## src/hw/rtl/ctc_pkg.sv

```systemverilog
package ctc_pkg;

  // Field widths fixed by the interface.
  localparam int CHAR_W    = 8;
  localparam int KEYLEN_W  = 4;
  localparam int KEY_W     = 64;
  localparam int CFG_IDX_W = 2;
  localparam int CFG_W     = 64;

  // Configuration register indexes.
  localparam logic [CFG_IDX_W-1:0] CFG_MODE    = 2'd0;
  localparam logic [CFG_IDX_W-1:0] CFG_KEY_LEN = 2'd1;
  localparam logic [CFG_IDX_W-1:0] CFG_KEY     = 2'd2;

  // Mode codes.
  localparam logic MODE_ENC = 1'b0;
  localparam logic MODE_DEC = 1'b1;

  // Byte used to fill the last row when encrypting.
  localparam logic [CHAR_W-1:0] PAD_CHAR = 8'h78;

endpackage

```

## src/hw/rtl/ctc_ram.sv

```systemverilog
module ctc_ram #(
  parameter int WIDTH = 8,
  parameter int DEPTH = 64
) (
  input  logic                     clk,
  input  logic                     we,
  input  logic [$clog2(DEPTH)-1:0] waddr,
  input  logic [WIDTH-1:0]         wdata,
  input  logic [$clog2(DEPTH)-1:0] raddr,
  output logic [WIDTH-1:0]         rdata
);

  logic [WIDTH-1:0] mem_r [DEPTH];

  // One write port and one read port with registered read data.
  always_ff @(posedge clk) begin
    if (we) begin
      mem_r[waddr] <= wdata;
    end
    rdata <= mem_r[raddr];
  end

endmodule

```

## src/hw/rtl/columnar_transposition_cipher_unit.sv

```systemverilog
// Each byte is taken in the cycle it is offered while idle; in_stall is high while busy.
// After the byte marked last: column ranking on one comparator, then repeated subtraction
// for the row count, then an address state and a data state per result byte through the
// single read port of the text buffer.
// Reset is synchronous and active low: control state clears, mode 0, key length 1, key 0.
// The text buffer holds no reset value and gets no clearing pass.
module columnar_transposition_cipher_unit
  import ctc_pkg::*;
#(
  parameter int MAX_KEY  = 8,
  parameter int MAX_TEXT = 64
) (
  input  logic                 clk,
  input  logic                 rst_n,
  // Input channel.
  input  logic                 in_valid,
  output logic                 in_stall,
  input  logic [CHAR_W-1:0]    in_char,
  input  logic                 in_last,
  // Result channel.
  output logic                 out_valid,
  input  logic                 out_stall,
  output logic [CHAR_W-1:0]    out_char,
  output logic                 out_last,
  output logic                 out_overflow,
  // Configuration port.
  input  logic                 cfg_we,
  input  logic [CFG_IDX_W-1:0] cfg_index,
  input  logic [CFG_W-1:0]     cfg_data
);

  localparam int CIW = $clog2(MAX_KEY);
  localparam int KW  = $clog2(MAX_KEY + 1);
  localparam int AW  = $clog2(MAX_TEXT);
  localparam int NW  = $clog2(MAX_TEXT + 1);
  localparam int CW  = $clog2(MAX_TEXT + MAX_KEY + 1);
  localparam int PW  = CIW + NW;

  typedef enum logic [4:0] {
    ST_IDLE    = 5'b00001,
    ST_RANK    = 5'b00010,
    ST_DIVIDE  = 5'b00100,
    ST_EM_ADDR = 5'b01000,
    ST_EM_DATA = 5'b10000
  } state_t;

  state_t state_r, state_nxt;

  logic                mode_r;
  logic [KEYLEN_W-1:0] key_len_r;
  logic [KEY_W-1:0]    key_r;

  logic [NW-1:0]  count_r;
  logic           dropped_r;
  logic [CIW-1:0] rank_r [MAX_KEY];
  logic [CIW-1:0] inv_r  [MAX_KEY];

  logic [CIW-1:0] a_r, b_r, acc_r;
  logic [CW-1:0]  rem_r, total_r;
  logic [NW-1:0]  rows_r;
  logic [CIW-1:0] p_r;
  logic [NW-1:0]  r_r;
  logic [NW-1:0]  idx_r;
  logic           pad_r, last_r, ovf_r;

  logic                out_valid_r;
  logic [CHAR_W-1:0]   out_char_r;
  logic                out_last_r, out_ovf_r;

  logic                in_acc, out_free, buf_full;
  logic [KW-1:0]       k_eff, km1;
  logic [CW-1:0]       k_cw;
  logic [CHAR_W-1:0]   la, lb;
  logic                less_w, b_end, a_end;
  logic [CIW-1:0]      acc_new, p_inc;
  logic                step_ok, cut_w;
  logic                p_end, r_end;
  logic [PW-1:0]       dec_idx;
  logic [AW-1:0]       rd_addr;
  logic [CHAR_W-1:0]   rd_data;

  // Active key length: zero counts as one, anything too big as the maximum.
  always_comb begin
    if (key_len_r == '0) begin
      k_eff = KW'(1);
    end else if (key_len_r > KEYLEN_W'(MAX_KEY)) begin
      k_eff = KW'(MAX_KEY);
    end else begin
      k_eff = KW'(key_len_r);
    end
  end
  assign km1  = k_eff - KW'(1);
  assign k_cw = CW'(k_eff);

  assign in_acc   = in_valid && !in_stall;
  assign in_stall = (state_r != ST_IDLE);
  assign out_free = !out_valid_r || !out_stall;
  assign buf_full = (count_r == NW'(MAX_TEXT));

  // Ranking compare: column b goes before column a on a lower letter, or the same
  // letter at a lower position.
  assign la      = key_r[8*a_r +: 8];
  assign lb      = key_r[8*b_r +: 8];
  assign less_w  = (lb < la) || ((lb == la) && (b_r < a_r));
  assign acc_new = acc_r + CIW'(less_w);
  assign b_end   = (KW'(b_r) == km1);
  assign a_end   = (KW'(a_r) == km1);

  // Row count by repeated subtraction, stopping early if the buffer would overflow.
  assign step_ok = (rem_r >= k_cw) && ((total_r + k_cw) <= CW'(MAX_TEXT));
  assign cut_w   = (rem_r >= k_cw);

  // Emission indexes.
  assign p_end   = (KW'(p_r) == km1);
  assign r_end   = (r_r == rows_r - NW'(1));
  assign p_inc   = p_r + CIW'(1);
  assign dec_idx = ({{NW{1'b0}}, rank_r[p_r]} * {{CIW{1'b0}}, rows_r})
                 + {{CIW{1'b0}}, r_r};
  assign rd_addr = (mode_r == MODE_ENC) ? idx_r[AW-1:0] : dec_idx[AW-1:0];

  // Text buffer.
  ctc_ram #(
    .WIDTH (CHAR_W),
    .DEPTH (MAX_TEXT)
  ) u_text_ram (
    .clk   (clk),
    .we    (in_acc && !buf_full),
    .waddr (count_r[AW-1:0]),
    .wdata (in_char),
    .raddr (rd_addr),
    .rdata (rd_data)
  );

  // Sequencer.
  always_comb begin
    state_nxt = state_r;
    unique case (state_r)
      ST_IDLE: begin
        if (in_acc && in_last) begin
          state_nxt = ST_RANK;
        end
      end
      ST_RANK: begin
        if (b_end && a_end) begin
          state_nxt = ST_DIVIDE;
        end
      end
      ST_DIVIDE: begin
        if (!step_ok) begin
          state_nxt = (rows_r == '0) ? ST_IDLE : ST_EM_ADDR;
        end
      end
      ST_EM_ADDR: begin
        if (out_free) begin
          state_nxt = ST_EM_DATA;
        end
      end
      ST_EM_DATA: begin
        state_nxt = last_r ? ST_IDLE : ST_EM_ADDR;
      end
      default: state_nxt = ST_IDLE;
    endcase
  end

  // Configuration registers.
  always_ff @(posedge clk) begin
    if (!rst_n) begin
      mode_r    <= MODE_ENC;
      key_len_r <= KEYLEN_W'(1);
      key_r     <= '0;
    end else if (cfg_we) begin
      unique case (cfg_index)
        CFG_MODE:    mode_r    <= cfg_data[0];
        CFG_KEY_LEN: key_len_r <= cfg_data[KEYLEN_W-1:0];
        CFG_KEY:     key_r     <= cfg_data[KEY_W-1:0];
        default:     ;
      endcase
    end
  end

  // Control state.
  always_ff @(posedge clk) begin
    if (!rst_n) begin
      state_r     <= ST_IDLE;
      count_r     <= '0;
      dropped_r   <= 1'b0;
      out_valid_r <= 1'b0;
    end else begin
      state_r <= state_nxt;
      if (out_valid_r && !out_stall) begin
        out_valid_r <= 1'b0;
      end
      unique case (state_r)
        ST_IDLE: begin
          if (in_acc) begin
            if (buf_full) begin
              dropped_r <= 1'b1;
            end else begin
              count_r <= count_r + NW'(1);
            end
          end
        end
        ST_DIVIDE: begin
          if (!step_ok && rows_r == '0) begin
            count_r   <= '0;
            dropped_r <= 1'b0;
          end
        end
        ST_EM_DATA: begin
          out_valid_r <= 1'b1;
          if (last_r) begin
            count_r   <= '0;
            dropped_r <= 1'b0;
          end
        end
        default: ;
      endcase
    end
  end

  // Working registers of the sequencer.
  always_ff @(posedge clk) begin
    unique case (state_r)
      ST_IDLE: begin
        a_r   <= '0;
        b_r   <= '0;
        acc_r <= '0;
      end
      ST_RANK: begin
        if (b_end) begin
          rank_r[a_r]    <= acc_new;
          inv_r[acc_new] <= a_r;
          acc_r          <= '0;
          b_r            <= '0;
          a_r            <= a_r + CIW'(1);
        end else begin
          acc_r <= acc_new;
          b_r   <= b_r + CIW'(1);
        end
        // Set up the row count for the divide pass.
        rem_r   <= (mode_r == MODE_ENC) ? (CW'(count_r) + k_cw - CW'(1)) : CW'(count_r);
        total_r <= '0;
        rows_r  <= '0;
      end
      ST_DIVIDE: begin
        if (step_ok) begin
          rem_r   <= rem_r - k_cw;
          total_r <= total_r + k_cw;
          rows_r  <= rows_r + NW'(1);
        end else begin
          ovf_r <= dropped_r || cut_w;
          p_r   <= '0;
          r_r   <= '0;
          idx_r <= NW'(inv_r[0]);
        end
      end
      ST_EM_ADDR: begin
        if (out_free) begin
          pad_r  <= (mode_r == MODE_ENC) && (idx_r >= count_r);
          last_r <= p_end && r_end;
          if (mode_r == MODE_ENC) begin
            // Down one column, then on to the next column in rank order.
            if (r_end) begin
              r_r   <= '0;
              p_r   <= p_inc;
              idx_r <= NW'(inv_r[p_inc]);
            end else begin
              r_r   <= r_r + NW'(1);
              idx_r <= idx_r + NW'(k_eff);
            end
          end else begin
            // Across one row, then on to the next row.
            if (p_end) begin
              p_r <= '0;
              r_r <= r_r + NW'(1);
            end else begin
              p_r <= p_inc;
            end
          end
        end
      end
      ST_EM_DATA: begin
        out_char_r <= pad_r ? PAD_CHAR : rd_data;
        out_last_r <= last_r;
        out_ovf_r  <= ovf_r;
      end
      default: ;
    endcase
  end

  assign out_valid    = out_valid_r;
  assign out_char     = out_char_r;
  assign out_last     = out_last_r;
  assign out_overflow = out_ovf_r;

endmodule

```

## config.mk

```make
export PLATFORM = sky130hd
export DESIGN_NAME = columnar_transposition_cipher_unit
export DESIGN_NICKNAME = d
export VERILOG_FILES = /design/src/hw/rtl/ctc_pkg.sv /design/src/hw/rtl/ctc_ram.sv /design/src/hw/rtl/columnar_transposition_cipher_unit.sv
export SDC_FILE = /design/constraint.sdc
export NUM_CORES = 1
export LEC_CHECK = 0
export ABC_CLOCK_PERIOD_IN_PS = 7900
export BUFFER_PORTS_ARGS = -buffer_cell sky130_fd_sc_hd__buf_2
export CORE_ASPECT_RATIO = 1.25
export CORE_UTILIZATION = 45
export DETAILED_ROUTE_END_ITERATION = 8
export GPL_ROUTABILITY_DRIVEN = 0
export GPL_TIMING_DRIVEN = 1
export PLACE_DENSITY = 0.62
export SETUP_SLACK_MARGIN = 0.1
export SLEW_MARGIN = 20
export SYNTH_ARGS = -nofsm -noshare
export SYNTH_HDL_FRONTEND = slang
export SYNTH_HIERARCHICAL = 1
export SYNTH_SLANG_ARGS = --single-unit
```

## constraint.sdc

```tcl
create_clock -name clk -period 7.9 [get_ports clk]
set_input_delay 1.58 -clock clk [delete_from_list [all_inputs] [get_ports clk]]
set_output_delay 1.58 -clock clk [all_outputs]
set_load 0.03 [all_outputs]
```

==> flow_metrics.env, run 1 <==
export IMPL_crit_type="flop to flop"
export IMPL_setup_tns_ps=0
export IMPL_die_width_um=238
export IMPL_avgRoutedWirePerCell_um=23.0
export IMPL_p_per_area_nw_per_um2=232
export IMPL_grt_pass1_wl_mm=109
export IMPL_start_util=0.457
export IMPL_post_cts_buffers=0
export IMPL_swShare=0.219
export IMPL_post_synth_num_cell_types=74
export IMPL_worstMarginPinSlew_ps=996
export IMPL_setup_viol=0
export IMPL_timing_fmax_mhz=175
export IMPL_slew_headroom=0.334
export IMPL_fin_worst_skew_ps=35.7
export IMPL_antennaDiodeCount=0
export IMPL_yosysTopAreaCell="edfxtp_1"
export IMPL_p_seq_frac=0.517
export IMPL_yosysTopAreaCellShare=0.596
export IMPL_synth_warnings=6
export IMPL_clk_latency_ps=620
export IMPL_numPortBuffers=91
export IMPL_critPathRequiredTime_ps=8410
export IMPL_cts_num_sinks=714
export IMPL_area_growth_pct=11.8
export IMPL_setup_ws_ps=2200
export IMPL_clockPowerShare=0.424
export IMPL_core_um2=68400
export IMPL_routed_wl_mm=70.8
export IMPL_std_cell_rows=107
export IMPL_viasPerCell=5.65
export IMPL_antenna_found_initial=1
export IMPL_dieHeight_um=297
export IMPL_critPathLaunchType="flop"
export IMPL_ys_ff_latch=714
export IMPL_cts_buffers=73
export IMPL_cts_hold_buf=0
export IMPL_grt_pass1_vias=18000
export IMPL_internal_power_mw=6.32
export IMPL_power_switching_mw=1.77
export IMPL_grt_usage=0.205
export IMPL_dp_cells=2952
export IMPL_holdCritStartpoint="ovf_r$_DFFE_PP_"
export IMPL_synth_edf_count=620
export IMPL_critPathMaxFanout=32
export IMPL_post_route_drc_count=0
export IMPL_dp_hpwl_mm=45.6
export IMPL_synth_fp_nets=2174
export IMPL_finalHoldViolCount=0
export IMPL_drive_above_1_share=0.197
export IMPL_cts_root_buf="clkbuf_16"
export IMPL_syn_inst=2024
export IMPL_synth_yosys_seq_area_share=0.656
export IMPL_drv_slew=0
export IMPL_multiInputGateArea_um2=10100
export IMPL_drtAntennaViolNets=0
export IMPL_grt_max_degree=98
export IMPL_htree_num_levels=3
export IMPL_cts_repair_resized=0
export IMPL_drv_cap=0
export IMPL_synth_most_common_cell="edfxtp_1"
export IMPL_tritoncts="yes"
export IMPL_critical_path_arrival_ps=6210
export IMPL_synth_common_cells="620 x edfxtp_1, 200 x nand2_1, 157 x mux4_2"
export IMPL_boundaryPins=92
export IMPL_min_period_ps=5700
export IMPL_finalNonFillerCells=3083
export IMPL_syn_area_per_cell_um2=15.4
export IMPL_drt_pass1_iterations=7
export IMPL_rsz0062_at_grt="no"
export IMPL_grt_overflow=0
export IMPL_fin_nets=2251
export IMPL_dpl_worst_slack_ps=2200
export IMPL_clock_path_buffers=3
export IMPL_synth_flop_cell="edfxtp_1"
export IMPL_synth_area_leaders="edfxtp_1 60%, mux4_2 11%, dfxtp_1 6.0%, nand2_1 2.4%, ha_1 2.4%"
export IMPL_period_share=0.722
export IMPL_p_comb_frac=0.059
export IMPL_clk_pin_slew_ps=60
export IMPL_async_reset_ff_frac=0
export IMPL_drt_iter0_markers=1387
export IMPL_fillers=5654
export IMPL_regArea_um2=20500
export IMPL_num_vias=17400
export IMPL_hold_path_class="flop to flop"
export IMPL_syn_area_um2=31200
export IMPL_end_kind="flop"
export IMPL_ir_drop_uv=191
export IMPL_die_area_um2=70500
export IMPL_status="finished, final reports clean"
export IMPL_leakagePower_nw=11.6
[metal layers]
metal	wire length, µm	GRT usage	up-vias
met5	12	0	-
met4	2010	0.0680	2
met3	3310	0.0296	103
met2	36700	0.365	493
met1	28700	0.256	8915
li1	-	-	7913
[through the flow]
stage | power, mW | instance area (µm²) | util | hold WS [ps]
global route | 8.34 | 34900 | 0.511 | 457
global placement | 4.73 | 32500 | 0.475 | 402
finish | 8.09 | 34900 | 0.511 | 446
detailed placement | 4.75 | 32600 | 0.476 | 440
CTS | 8.16 | 34900 | 0.511 | 455
floorplan | 4.56 | 31200 | - | 400
[cells in the final DEF (no fill, tap or decap), types with 18 or more instances in the layout]
| master | count |
|---|---|
| a21boi_0 | 65 |
| nand2_1 | 200 |
| mux4_2 | 157 |
| o21ai_0 | 25 |
| buf_2 | 90 |
| nand2b_1 | 18 |
| dfxtp_1 | 94 |
| mux2i_1 | 47 |
| mux2_2 | 28 |
| xnor2_1 | 33 |
| ha_1 | 59 |
| nand3_1 | 40 |
| edfxtp_1 | 620 |
| nor3_1 | 26 |
| xor2_1 | 27 |
| inv_1 | 48 |
| a21oi_1 | 39 |
| nor2b_1 | 33 |
| buf_4 | 19 |
| clkbuf_16 | 74 |
| nor2_1 | 155 |
[flip-flops by register name, summed over array words and instances (netlist names), 3 cells and up, named ones only]
signal	count
a_r	3
acc_r	3
b_r	3
count_r	7
idx_r	7
inv_r	24
key_len_r	4
key_r	64
out_char	8
p_r	3
r_r	7
rank_r	24
rem_r	7
rows_r	7
state_r	5
total_r	7
u_text_ram/mem_r	512
u_text_ram/rdata	8
[area by class of cell]
cell class,count,area share
well taps,926,0.0332
clock buffers,93,0.0559
repair buffers,112,0.0187
inverters,51,0.00548
clock inverters,38,0.0118
flip-flops and latches,714,0.587
multi-input cells,1149,0.288
[power by group through the flow]
stage	logic (mW)	registers, mW	clock network [mW]
6_report	0.480	4.18	3.43
5_1_grt	0.525	4.18	3.63
4_1_cts	0.485	4.18	3.49
3_5_place_dp	0.482	4.26	0
3_3_place_gp	0.468	4.26	0
2_1_floorplan	0.315	4.24	0
[logic make-up (layout without fill, tap and decap cells)]
family / Yosys count / after routing / share of synthesized area
flops: 714 / 714 / 0.656
simple gates: 537 / 537 / 0.0778
compound gates: 246 / 246 / 0.0548
mux: 236 / 236 / 0.140
buf+inv: 161 / 294 / 0.0237
fa+ha+maj: 70 / 70 / 0.0307
xor+xnor: 60 / 60 / 0.0168
[final timing paths]
| kind | end | slack, ps | cells after the start |
|---|---|---|---|
| max reg2reg | u_text_ram/rdata[6]$_DFF_P_ | 2200 | 15 |
| min reg2reg | out_overflow$_DFFE_PP_ | 450 | 0 |
| max | u_text_ram/rdata[6]$_DFF_P_ | 2200 | 15 |
| min | out_overflow$_DFFE_PP_ | 450 | 0 |
[worst max-delay path, stage by stage, from the launching register on]
cell,delay (ps)
dfxtp_1,530
mux4_2,560
mux2_2,320
nand2_1,100
fa_1,460
fa_1,520
inv_1,70
fa_1,460
xnor2_1,180
a21oi_4,470
buf_4,480
nand2b_1,420
a211oi_1,100
nor4_1,420
nor3_1,160
o32ai_1,320
(Power assumes the default switching activity.)
==> run 2, diff against run 1 <==
--- a/config.mk
+++ b/config.mk
@@ -5,14 +5,14 @@
 export SDC_FILE = /design/constraint.sdc
 export NUM_CORES = 1
 export LEC_CHECK = 0
-export ABC_CLOCK_PERIOD_IN_PS = 7900
+export ABC_CLOCK_PERIOD_IN_PS = 4700
 export BUFFER_PORTS_ARGS = -buffer_cell sky130_fd_sc_hd__buf_2
 export CORE_ASPECT_RATIO = 1.25
 export CORE_UTILIZATION = 45
 export DETAILED_ROUTE_END_ITERATION = 8
 export GPL_ROUTABILITY_DRIVEN = 0
 export GPL_TIMING_DRIVEN = 1
-export PLACE_DENSITY = 0.62
+export PLACE_DENSITY = 0.64
 export SETUP_SLACK_MARGIN = 0.1
 export SLEW_MARGIN = 20
 export SYNTH_ARGS = -nofsm -noshare
==> constraint.sdc (replaced) <==
create_clock -name clk -period 4.7 [get_ports clk]
set_input_delay 0.94 -clock clk [delete_from_list [all_inputs] [get_ports clk]]
set_output_delay 0.94 -clock clk [all_outputs]
set_load 0.03 [all_outputs]
==> run 2 against run 1 <==
Cell count is 4.5% higher. Sequential share of layout area is 2.2 points lower. Critical path depth is 1 lower. Hold slack worse by 26 ps. Global-route usage is 0.28 points higher. Clock-buffer cell count is 1 lower. Cell area is 3.9% higher. Wire length is 2.2% higher. Non-clock buffer count is 140 higher. Power is 66% higher.
==> flow_metrics.env, run 2 (same netlist as run 1, synthesis figures left out) <==
export IMPL_grt_usage=0.207
export IMPL_top_register="u_text_ram/mem_r"
export IMPL_p_per_area_nw_per_um2=370
export IMPL_cts_root_buf="clkbuf_16"
export IMPL_grt_overflow=0
export IMPL_critPathSlowestCell="fa_2"
export IMPL_drt_pass1_iterations=5
export IMPL_timing_fmax_mhz=220
export IMPL_antennaDiodeCount=0
export IMPL_crit_buf_inv=2
export IMPL_cts_buffers=72
export IMPL_core_um2=68400
export IMPL_holdPathStages=0
export IMPL_critPathRequiredTime_ps=5210
export IMPL_setup_viol=0
export IMPL_cpPeakStageDelay_ps=630
export IMPL_numPortBuffers=91
export IMPL_leakagePower_nw=12.4
export IMPL_cts_num_sinks=714
export IMPL_drtAntennaViolNets=0
export IMPL_grt_max_degree=65
export IMPL_drv_slew=0
export IMPL_clock_path_buffers=3
export IMPL_dpl_worst_slack_ps=-185
export IMPL_timing_hold_ws_ps=420
export IMPL_slew_headroom=0.392
export IMPL_rsz0062_at_grt="yes"
export IMPL_drive_above_1_share=0.263
export IMPL_die_area_um2=70500
export IMPL_path_delay_family="multiplexers"
export IMPL_finalHoldViolCount=0
export IMPL_die_width_um=238
export IMPL_boundaryPins=92
export IMPL_critPathMaxFanout=6
export IMPL_drt_iter0_markers=1161
export IMPL_period_share=0.966
export IMPL_htree_num_levels=3
export IMPL_post_route_drc_count=0
export IMPL_hold_path_class="flop to flop"
export IMPL_end_kind="flop"
export IMPL_crit_type="flop to flop"
export IMPL_final_common_cell="edfxtp_1"
export IMPL_cp_depth=14
export IMPL_area_growth_pct=16.1
export IMPL_fin_worst_skew_ps=24.1
export IMPL_antenna_found_initial=0
export IMPL_min_period_ps=4540
export IMPL_grt_pass1_wl_mm=110
export IMPL_drv_cap=0
export IMPL_clk_pin_slew_ps=60
export IMPL_final_util=0.530
export IMPL_critical_path_arrival_ps=5050
export IMPL_clk_latency_ps=630
export IMPL_critPathLaunchType="flop"
export IMPL_avgRoutedWirePerCell_um=22.5
export IMPL_worstMarginPinSlew_ps=910
export IMPL_routed_wl_mm=72.4
export IMPL_largestRegisters="u_text_ram/mem_r (512), key_r (64)"
export IMPL_tritoncts="yes"
export IMPL_final_cell_area_um2=36300
export IMPL_status="finished, final reports clean"
export IMPL_cts_hold_buf=0
export IMPL_setup_ws_ps=158
export IMPL_std_cell_rows=107
export IMPL_crit_chain="buf_12 > mux4_2 > mux2_4 > nand2_2 > fa_1 > fa_1 > inv_2 > fa_2 > mux2_4 > mux4_2 > mux2_2 > o221a_2 > nor3_2 > o32ai_2"
export IMPL_rr_worst_depth=14
export IMPL_fin_nets=2392
export IMPL_dieHeight_um=297
export IMPL_ir_drop_uv=280
export IMPL_viasPerCell=5.54
export IMPL_dp_hpwl_mm=48.3
export IMPL_final_cell_mix="620 x edfxtp_1, 198 x nand2_1, 157 x mux4_2, 153 x nor2_1, 145 x buf_4"
export IMPL_fillers=5508
export IMPL_start_util=0.457
export IMPL_placed_cell_area_um2=33600
export IMPL_grt_pass1_vias=18300
export IMPL_largest_register_ffs=512
export IMPL_num_vias=17900
## run 2: cell count changes in the layout (fill, tap and decap cells not counted), sizes merged
| cell | before | now |
|---|---|---|
| buf | 112 | 252 |
| clkbuf | 93 | 92 |
| clkinv | 23 | 29 |
| inv | 56 | 53 |
| mux2 | 32 | 34 |
| bufinv | 7 | 3 |
## run 2: final timing paths
| path | start | end | slack, ps |
|---|---|---|---|
| worst max-delay path | flop | u_text_ram/rdata[6]$_DFF_P_ | 160 |
| worst max register to register | flop | u_text_ram/rdata[6]$_DFF_P_ | 160 |
| worst min-delay path | ovf_r$_DFFE_PP_ | out_overflow$_DFFE_PP_ | 420 |
| worst min register to register | ovf_r$_DFFE_PP_ | out_overflow$_DFFE_PP_ | 420 |
## run 2: layout make-up
class                      count  area, µm²  share of cell area
clock buffer                  92       1940              0.0534
clock inverter                37        317             0.00873
inverter                      51        191             0.00528
multi-input combinational   1151      10300               0.285
sequential                   714      20500               0.565
tap                          926       1160              0.0319
timing repair buffer         252       1830              0.0505
## run 2: where the power goes
part / internal, mW / total [mW] / switching, mW
combinational: 0.358 / 0.888 / 0.530
sequential: 6.97 / 7.03 / 0.0586
clock: 3.10 / 5.49 / 2.39
## run 2: routing by layer
metal / GRT usage / wire (µm)
met1: 0.250 / 28600
met2: 0.378 / 38100
met3: 0.0265 / 3280
met4: 0.0795 / 2340
met5: 0 / 0
## run 2: stage by stage
step / setup TNS (ps) / std cells / total power [mW]
after detailed placement: -597 / 3079 / 8.02
after CTS: 0 / 3212 / 13.5
after global routing: 0 / 3223 / 13.8
after global placement: -246 / 3079 / 7.99
final: 0 / 3223 / 13.4
after floorplan: 0 / 2024 / 7.66
## run 2: what timing repair did
action	in CTS	in global routing
gates resized for setup	15	44
buffers inserted	3	10
pin swaps	3	14
gates cloned	1	1
setup endpoints to repair	8	23
